--- src/rtl/tkds_pkg.sv ---
// Shared types and constants for the top-k distinct sorter.
`default_nettype none
package tkds_pkg;

  localparam int DEF_MAX_ENTRIES = 16;
  localparam int VALUE_W         = 32;
  localparam int KEEP_W          = 5;
  localparam logic [KEEP_W-1:0] KEEP_RESET = 5'd16;

  localparam logic OP_INSERT  = 1'b0;
  localparam logic OP_READOUT = 1'b1;

  typedef struct packed {
    logic                      opcode;
    logic signed [VALUE_W-1:0] value;
  } q_item_t;

endpackage
`default_nettype wire

--- src/rtl/tkds_front.sv ---
// Front end: accepts input transactions into a two-entry queue.
`default_nettype none
module tkds_front
  import tkds_pkg::*;
(
  input  wire logic               clk,
  input  wire logic               rst,
  input  wire logic               s_tvalid,
  output logic                    s_tready,
  input  wire logic [VALUE_W-1:0] s_tdata,   // sample_value
  input  wire logic               s_tuser,   // opcode
  output logic                    q_valid,
  input  wire logic               q_ready,
  output q_item_t                 q_item
);

  q_item_t    slots [2];
  logic       wr_ptr;
  logic       rd_ptr;
  logic [1:0] fill;
  logic       push;
  logic       pop;

  assign s_tready = (fill != 2'd2);
  assign q_valid  = (fill != 2'd0);
  assign q_item   = slots[rd_ptr];
  assign push     = s_tvalid && s_tready;
  assign pop      = q_valid && q_ready;

  always_ff @(posedge clk) begin
    if (push) begin
      slots[wr_ptr].opcode <= s_tuser;
      slots[wr_ptr].value  <= s_tdata;
    end
  end

  always_ff @(posedge clk) begin
    if (rst) begin
      wr_ptr <= 1'b0;
      rd_ptr <= 1'b0;
      fill   <= 2'd0;
    end else begin
      if (push) wr_ptr <= ~wr_ptr;
      if (pop) rd_ptr <= ~rd_ptr;
      if (push && !pop) fill <= fill + 2'd1;
      else if (pop && !push) fill <= fill - 2'd1;
    end
  end

endmodule
`default_nettype wire

--- src/rtl/tkds_back.sv ---
// Back end: compare-and-shift cells, keep limit register and readout sequencer.
`default_nettype none
module tkds_back
  import tkds_pkg::*;
#(
  parameter int MAX_ENTRIES = DEF_MAX_ENTRIES
) (
  input  wire logic               clk,
  input  wire logic               rst,
  input  wire logic               q_valid,
  output logic                    q_ready,
  input  wire q_item_t            q_item,
  input  wire logic               cfg_we,
  input  wire logic [KEEP_W-1:0]  cfg_wdata,
  output logic                    m_tvalid,
  input  wire logic               m_tready,
  output logic [VALUE_W-1:0]      m_tdata,
  output logic                    m_tlast,
  output logic                    m_tuser
);

  localparam int CW = $clog2(MAX_ENTRIES + 1);

  typedef enum logic [2:0] {
    ST_IDLE  = 3'b001,
    ST_READ  = 3'b010,
    ST_EMPTY = 3'b100
  } state_t;

  state_t                    state, state_next;
  logic signed [VALUE_W-1:0] cells      [MAX_ENTRIES];
  logic signed [VALUE_W-1:0] cells_next [MAX_ENTRIES];
  logic [CW-1:0]             count, count_next;
  logic [KEEP_W-1:0]         keep_limit;
  logic [CW-1:0]             eff_lim;
  logic [CW-1:0]             cfg_lim;
  logic [MAX_ENTRIES-1:0]    vld, gt, eq, keep;
  logic                      dup, all_gt, drop, pop, taken;

  function automatic logic [CW-1:0] eff_of(input logic [KEEP_W-1:0] kl);
    logic [CW-1:0] r;
    if (kl == '0) r = CW'(1);
    else if (32'(kl) > MAX_ENTRIES) r = CW'(MAX_ENTRIES);
    else r = CW'(kl);
    return r;
  endfunction

  assign eff_lim = eff_of(keep_limit);
  assign cfg_lim = eff_of(cfg_wdata);
  assign q_ready = (state == ST_IDLE);
  assign pop     = q_valid && q_ready;
  assign taken   = m_tvalid && m_tready;

  always_comb begin
    for (int i = 0; i < MAX_ENTRIES; i++) begin
      vld[i]  = CW'(i) < count;
      gt[i]   = cells[i] > q_item.value;
      eq[i]   = cells[i] == q_item.value;
      keep[i] = gt[i] && vld[i];
    end
    dup    = |(eq & vld);
    all_gt = &(gt | ~vld);
    drop   = dup || ((count == eff_lim) && all_gt);
  end

  always_comb begin
    state_next = state;
    count_next = count;
    for (int i = 0; i < MAX_ENTRIES; i++) cells_next[i] = cells[i];
    unique case (state)
      ST_IDLE: begin
        if (pop) begin
          if (q_item.opcode == OP_READOUT) begin
            state_next = (count == '0) ? ST_EMPTY : ST_READ;
          end else if (!drop) begin
            cells_next[0] = keep[0] ? cells[0] : q_item.value;
            for (int i = 1; i < MAX_ENTRIES; i++) begin
              if (keep[i]) cells_next[i] = cells[i];
              else if (keep[i-1]) cells_next[i] = q_item.value;
              else cells_next[i] = cells[i-1];
            end
            if (count < eff_lim) count_next = count + CW'(1);
          end
        end
      end
      ST_READ: begin
        if (taken) begin
          for (int i = 0; i < MAX_ENTRIES - 1; i++) cells_next[i] = cells[i+1];
          count_next = count - CW'(1);
          if (count == CW'(1)) state_next = ST_IDLE;
        end
      end
      ST_EMPTY: begin
        if (taken) state_next = ST_IDLE;
      end
      default: state_next = ST_IDLE;
    endcase
    if (cfg_we && (count_next > cfg_lim)) count_next = cfg_lim;
  end

  always_ff @(posedge clk) begin
    for (int i = 0; i < MAX_ENTRIES; i++) cells[i] <= cells_next[i];
  end

  always_ff @(posedge clk) begin
    if (rst) begin
      state      <= ST_IDLE;
      count      <= '0;
      keep_limit <= KEEP_RESET;
    end else begin
      state <= state_next;
      count <= count_next;
      if (cfg_we) keep_limit <= cfg_wdata;
    end
  end

  assign m_tvalid = (state == ST_READ) || (state == ST_EMPTY);
  assign m_tdata  = (state == ST_READ) ? cells[0] : '0;
  assign m_tlast  = (state == ST_EMPTY) || (count == CW'(1));
  assign m_tuser  = (state == ST_EMPTY);

  a_count_in_limit: assert property (@(posedge clk) disable iff (rst)
    count <= eff_lim) else $error("entry count above limit");

  a_read_nonempty: assert property (@(posedge clk) disable iff (rst)
    (state == ST_READ) |-> (count != '0)) else $error("readout with no entries");

  a_last_ends_run: assert property (@(posedge clk) disable iff (rst)
    (taken && m_tlast) |=> (state == ST_IDLE && count == '0))
    else $error("readout did not end on last");

  a_sorted_head: assert property (@(posedge clk) disable iff (rst)
    (count >= CW'(2)) |-> (cells[0] > cells[(MAX_ENTRIES > 1) ? 1 : 0]))
    else $error("head entries out of order");

endmodule
`default_nettype wire

--- src/rtl/top_k_distinct_sorter_unit.sv ---
// Top level of the top-k distinct sorter.
// A transaction is registered in the two-entry input queue, then the back end
// takes it when idle; an insert is written into the compare-and-shift cells.
// One insert per cycle while the back end is idle; a readout holds the back end
// until its last result, one result per ready cycle (n values, 1 if empty).
// Reset (synchronous, rst high): queue emptied, entry count zero, keep limit 16.
`default_nettype none
module top_k_distinct_sorter_unit
  import tkds_pkg::*;
#(
  parameter int MAX_ENTRIES = DEF_MAX_ENTRIES
) (
  input  wire logic               clk,
  input  wire logic               rst,
  input  wire logic               s_tvalid,
  output logic                    s_tready,
  input  wire logic [VALUE_W-1:0] s_tdata,   // sample_value
  input  wire logic               s_tuser,   // opcode
  output logic                    m_tvalid,
  input  wire logic               m_tready,
  output logic [VALUE_W-1:0]      m_tdata,   // kept_value
  output logic                    m_tlast,   // is_last
  output logic                    m_tuser,   // list_empty
  input  wire logic               cfg_we,
  input  wire logic [KEEP_W-1:0]  cfg_wdata
);

  logic    q_valid;
  logic    q_ready;
  q_item_t q_item;

  tkds_front u_front (
    .clk      (clk),
    .rst      (rst),
    .s_tvalid (s_tvalid),
    .s_tready (s_tready),
    .s_tdata  (s_tdata),
    .s_tuser  (s_tuser),
    .q_valid  (q_valid),
    .q_ready  (q_ready),
    .q_item   (q_item)
  );

  tkds_back #(
    .MAX_ENTRIES (MAX_ENTRIES)
  ) u_back (
    .clk       (clk),
    .rst       (rst),
    .q_valid   (q_valid),
    .q_ready   (q_ready),
    .q_item    (q_item),
    .cfg_we    (cfg_we),
    .cfg_wdata (cfg_wdata),
    .m_tvalid  (m_tvalid),
    .m_tready  (m_tready),
    .m_tdata   (m_tdata),
    .m_tlast   (m_tlast),
    .m_tuser   (m_tuser)
  );

endmodule
`default_nettype wire

--- config.mk ---
export PLATFORM = sky130hd
export DESIGN_NAME = top_k_distinct_sorter_unit
export DESIGN_NICKNAME = d
export VERILOG_FILES = /design/src/rtl/tkds_pkg.sv /design/src/rtl/tkds_front.sv /design/src/rtl/tkds_back.sv /design/src/rtl/top_k_distinct_sorter_unit.sv
export SDC_FILE = /design/constraint.sdc
export NUM_CORES = 2
export LEC_CHECK = 0
export BUFFER_PORTS_ARGS = -buffer_cell sky130_fd_sc_hd__buf_2
export CAP_MARGIN = 20
export CORE_MARGIN = 4
export CORE_UTILIZATION = 50
export CTS_CLUSTER_SIZE = 24
export DETAILED_ROUTE_END_ITERATION = 10
export PLACE_DENSITY = 0.7
export SYNTH_ARGS = -nofsm -noshare
export SYNTH_HDL_FRONTEND = slang
export SYNTH_SLANG_ARGS = --single-unit
export TNS_END_PERCENT = 1
--- constraint.sdc ---
create_clock -name clk -period 6.8 [get_ports clk]
set_input_delay 1.36 -clock clk [delete_from_list [all_inputs] [get_ports clk]]
set_output_delay 1.36 -clock clk [all_outputs]
set_load 0.03 [all_outputs]
==> flow_summary.ini <==
[place]
place_congestion = 0.988
dp_hpwl_um = 100000
place_area_mm2 = 0.0447
dp_slack_ns = 0.636
port_buffers = 78

[floorplan]
start_util_pct = 50.5
die_w_um = 299
die_area_mm2 = 0.0893
rows = 106
ioPinCount = 79
coreArea_mm2 = 0.0837
die_y_um = 299

[cts]
cts_buffer_depth = 3
hold_buffers = 0
cts_tree = yes
root_buffer = clkbuf_16
numCtsBuffers = 69
post_cts_resized = 0
htreeDepth = 3
path_clk_slew_ns = 0.06
cts_setup_buffers = 0
clock-sinks = 596
insertion_delay_ns = 0.63

[global_routing]
grt_pass1_wl_um = 214000
overflow = 0
grt_usage_pct = 31.2
grt_pass1_vias = 34100
antenna_found_initial = 2
grt_max_degree = 216

[setup_path]
crit_path_start_kind = register
path_common_cell = a21oi_1
cp_data_required_time_ns = 7.34
criticalPathCategory = register to register
crit_arrival_ns = 6.81
crit_slowest_cell = mux2i_4
cp_cell_sequence = buf_12 -> buf_4 -> mux2i_4 -> ha_1 -> a21oi_1 -> a21oi_1 -> o311ai_1 -> nand4b_1 -> mux2_4 -> nor2b_1 -> or3_1 -> or4_4 -> nand3_1 -> nand3b_1 -> ha_1 -> nor2b_1 -> o21a_1 -> o21ai_0 -> nand2b_1 -> a21oi_1 -> nor2_1 -> buf_4 -> or3_1 -> o211ai_1
cp_max_fo = 14
max_stage_delay_ns = 0.67
end_kind = register

[detailed_routing]
num_vias = 36200
firstDrtPassIters = 6
postRouteAntennaNets = 0
vias_per_cell = 6.36
totalWireLength_um = 143000
detail_route.iter0.violations = 4630
drc = 0
wire_per_inst_um = 25.1

[layout]
register_area_mm2 = 0.0177
nets = 5077
design_area_mm2 = 0.0470
multi_input_area_mm2 = 0.0234
drive_gt1_share_pct = 15.5
syn_to_final_growth_pct = 11.1
num_antenna_cells = 0
num-fill-cells = 7195

[power_and_ir_drop]
ir_drop_mv = 0.432
cellLeakagePower_uw = 0.0176
power.density_mw_per_mm2 = 464

[yosys]
synth_area_leaders = edfxtp_1 41%, ha_1 16%, nand2_1 8.4%
yosys_warnings = 0
syn_nets = 5039
yosys-top-cells-count = 947 x nand2_1, 578 x edfxtp_1, 552 x o21ai_0
ys_ff_latch = 596
netlist_area_mm2 = 0.0423
postSynthCellCount = 4469
synth_top_area_share_pct = 41.1
synth-main-ff-cell = edfxtp_1
syn_avg_cell_area_um2 = 9.46
async_flop_share_pct = 0
synth.largest_area_cell = edfxtp_1
yosysMostFrequentCell = nand2_1
ys_seq_area_share_pct = 41.9
synth.distinct_cells = 86
synth-edff-count = 578

[job]
drv_cap = 0

[sta]
setup_tns_ns = 0
setup_violations = 0
drv_slew = 0
setup_slack_ns = 0.537
fin_crit_ns = 6.26
tightest_slew_ns = 1.28
fmax_mhz = 160
final-hold-violation-count = 0
whs_ns = 0.520
max_slew_margin_pct = 14.7
fin_skew_ns = 0.0211
rsz0062_at_grt = no
min_period_over_period_pct = 92.1

[status]
status = completed

[worst_hold_path]
hp-class = register to register
-- final cells by class --
type | count | area share [%]
tap | 1134 | 3.02
sequential | 596 | 37.7
timing repair buffer | 228 | 4.24
multi-input combinational | 3567 | 49.9
clock buffer | 93 | 3.96
clock inverter | 34 | 0.807
inverter | 45 | 0.360
-- cell families after synthesis --
kind of cell	count (synthesis)	synth area share [%]
buffers and inverters	306	4.03
flip-flops	596	41.9
multiplexers	53	1.28
adder cells (fa/ha/maj)	527	15.6
AO/OA/AOI/OAI	1404	20.6
AND/OR/NAND/NOR	1574	16.4
XOR/XNOR	9	0.186
-- critical path, delay by kind of cell, from the launching register on --
kind	cells	cell delay, ns
compound gates	7	1.22
fa+ha+maj	2	0.71
buf+inv	3	0.69
flops	1	0.50
mux	2	1.02
simple gates	10	2.01
-- layer usage --
| layer | track usage (%) | part of all wire, % | vias up |
|---|---|---|---|
| met2 | 47.2 | 43 | 2128 |
| met4 | 14.1 | 4.9 | 2 |
| met5 | 0 | 0.0091 | - |
| li1 | - | - | 16700 |
| met1 | 43.3 | 40 | 17100 |
| met3 | 6.28 | 12 | 325 |
-- flip-flops by register name, summed over array words and instances (netlist names), named ones only --
| signal | flops |
|---|---|
| u_front.wr_ptr | 1 |
| u_front.slots | 66 |
| u_back.cells | 512 |
| u_back.keep_limit | 5 |
| u_back.state | 3 |
| u_back.count | 5 |
| u_front.fill | 2 |
| u_front.rd_ptr | 1 |
-- worst paths after layout --
path	startpoint	to	slack (ns)	cells past startpoint
max reg2reg	register	u_back.count[2]	0.54	24
min reg2reg	u_front.rd_ptr	u_front.rd_ptr	0.52	2
min	u_front.rd_ptr	u_front.rd_ptr	0.52	2
max	register	u_back.count[2]	0.54	24
-- report_power, final --
group	switching, uW	internal [uW]
Clock	1640	2170
Combinational	7100	3850
Sequential	1260	5780
-- cells in the final DEF (no fill, tap or decap), drive strengths merged, types with 50 or more instances in the layout --
cell	count
a21oi	358
and2	69
buf	228
clkbuf	93
edfxtp	578
ha	527
inv	50
nand2	948
nand3	73
nand4	119
nor2	199
o21ai	846
-- stage by stage --
step / instances / util, % / power [uW]
after floorplan: 4469 / - / 13800
after global placement: 5570 / 53.4 / 17400
after detailed placement: 5570 / 53.4 / 17700
after CTS: 5697 / 56.1 / 21600
after global routing: 5697 / 56.1 / 23100
final: 5697 / 56.1 / 21800
Note: power is estimated with default switching activity, not from simulation.
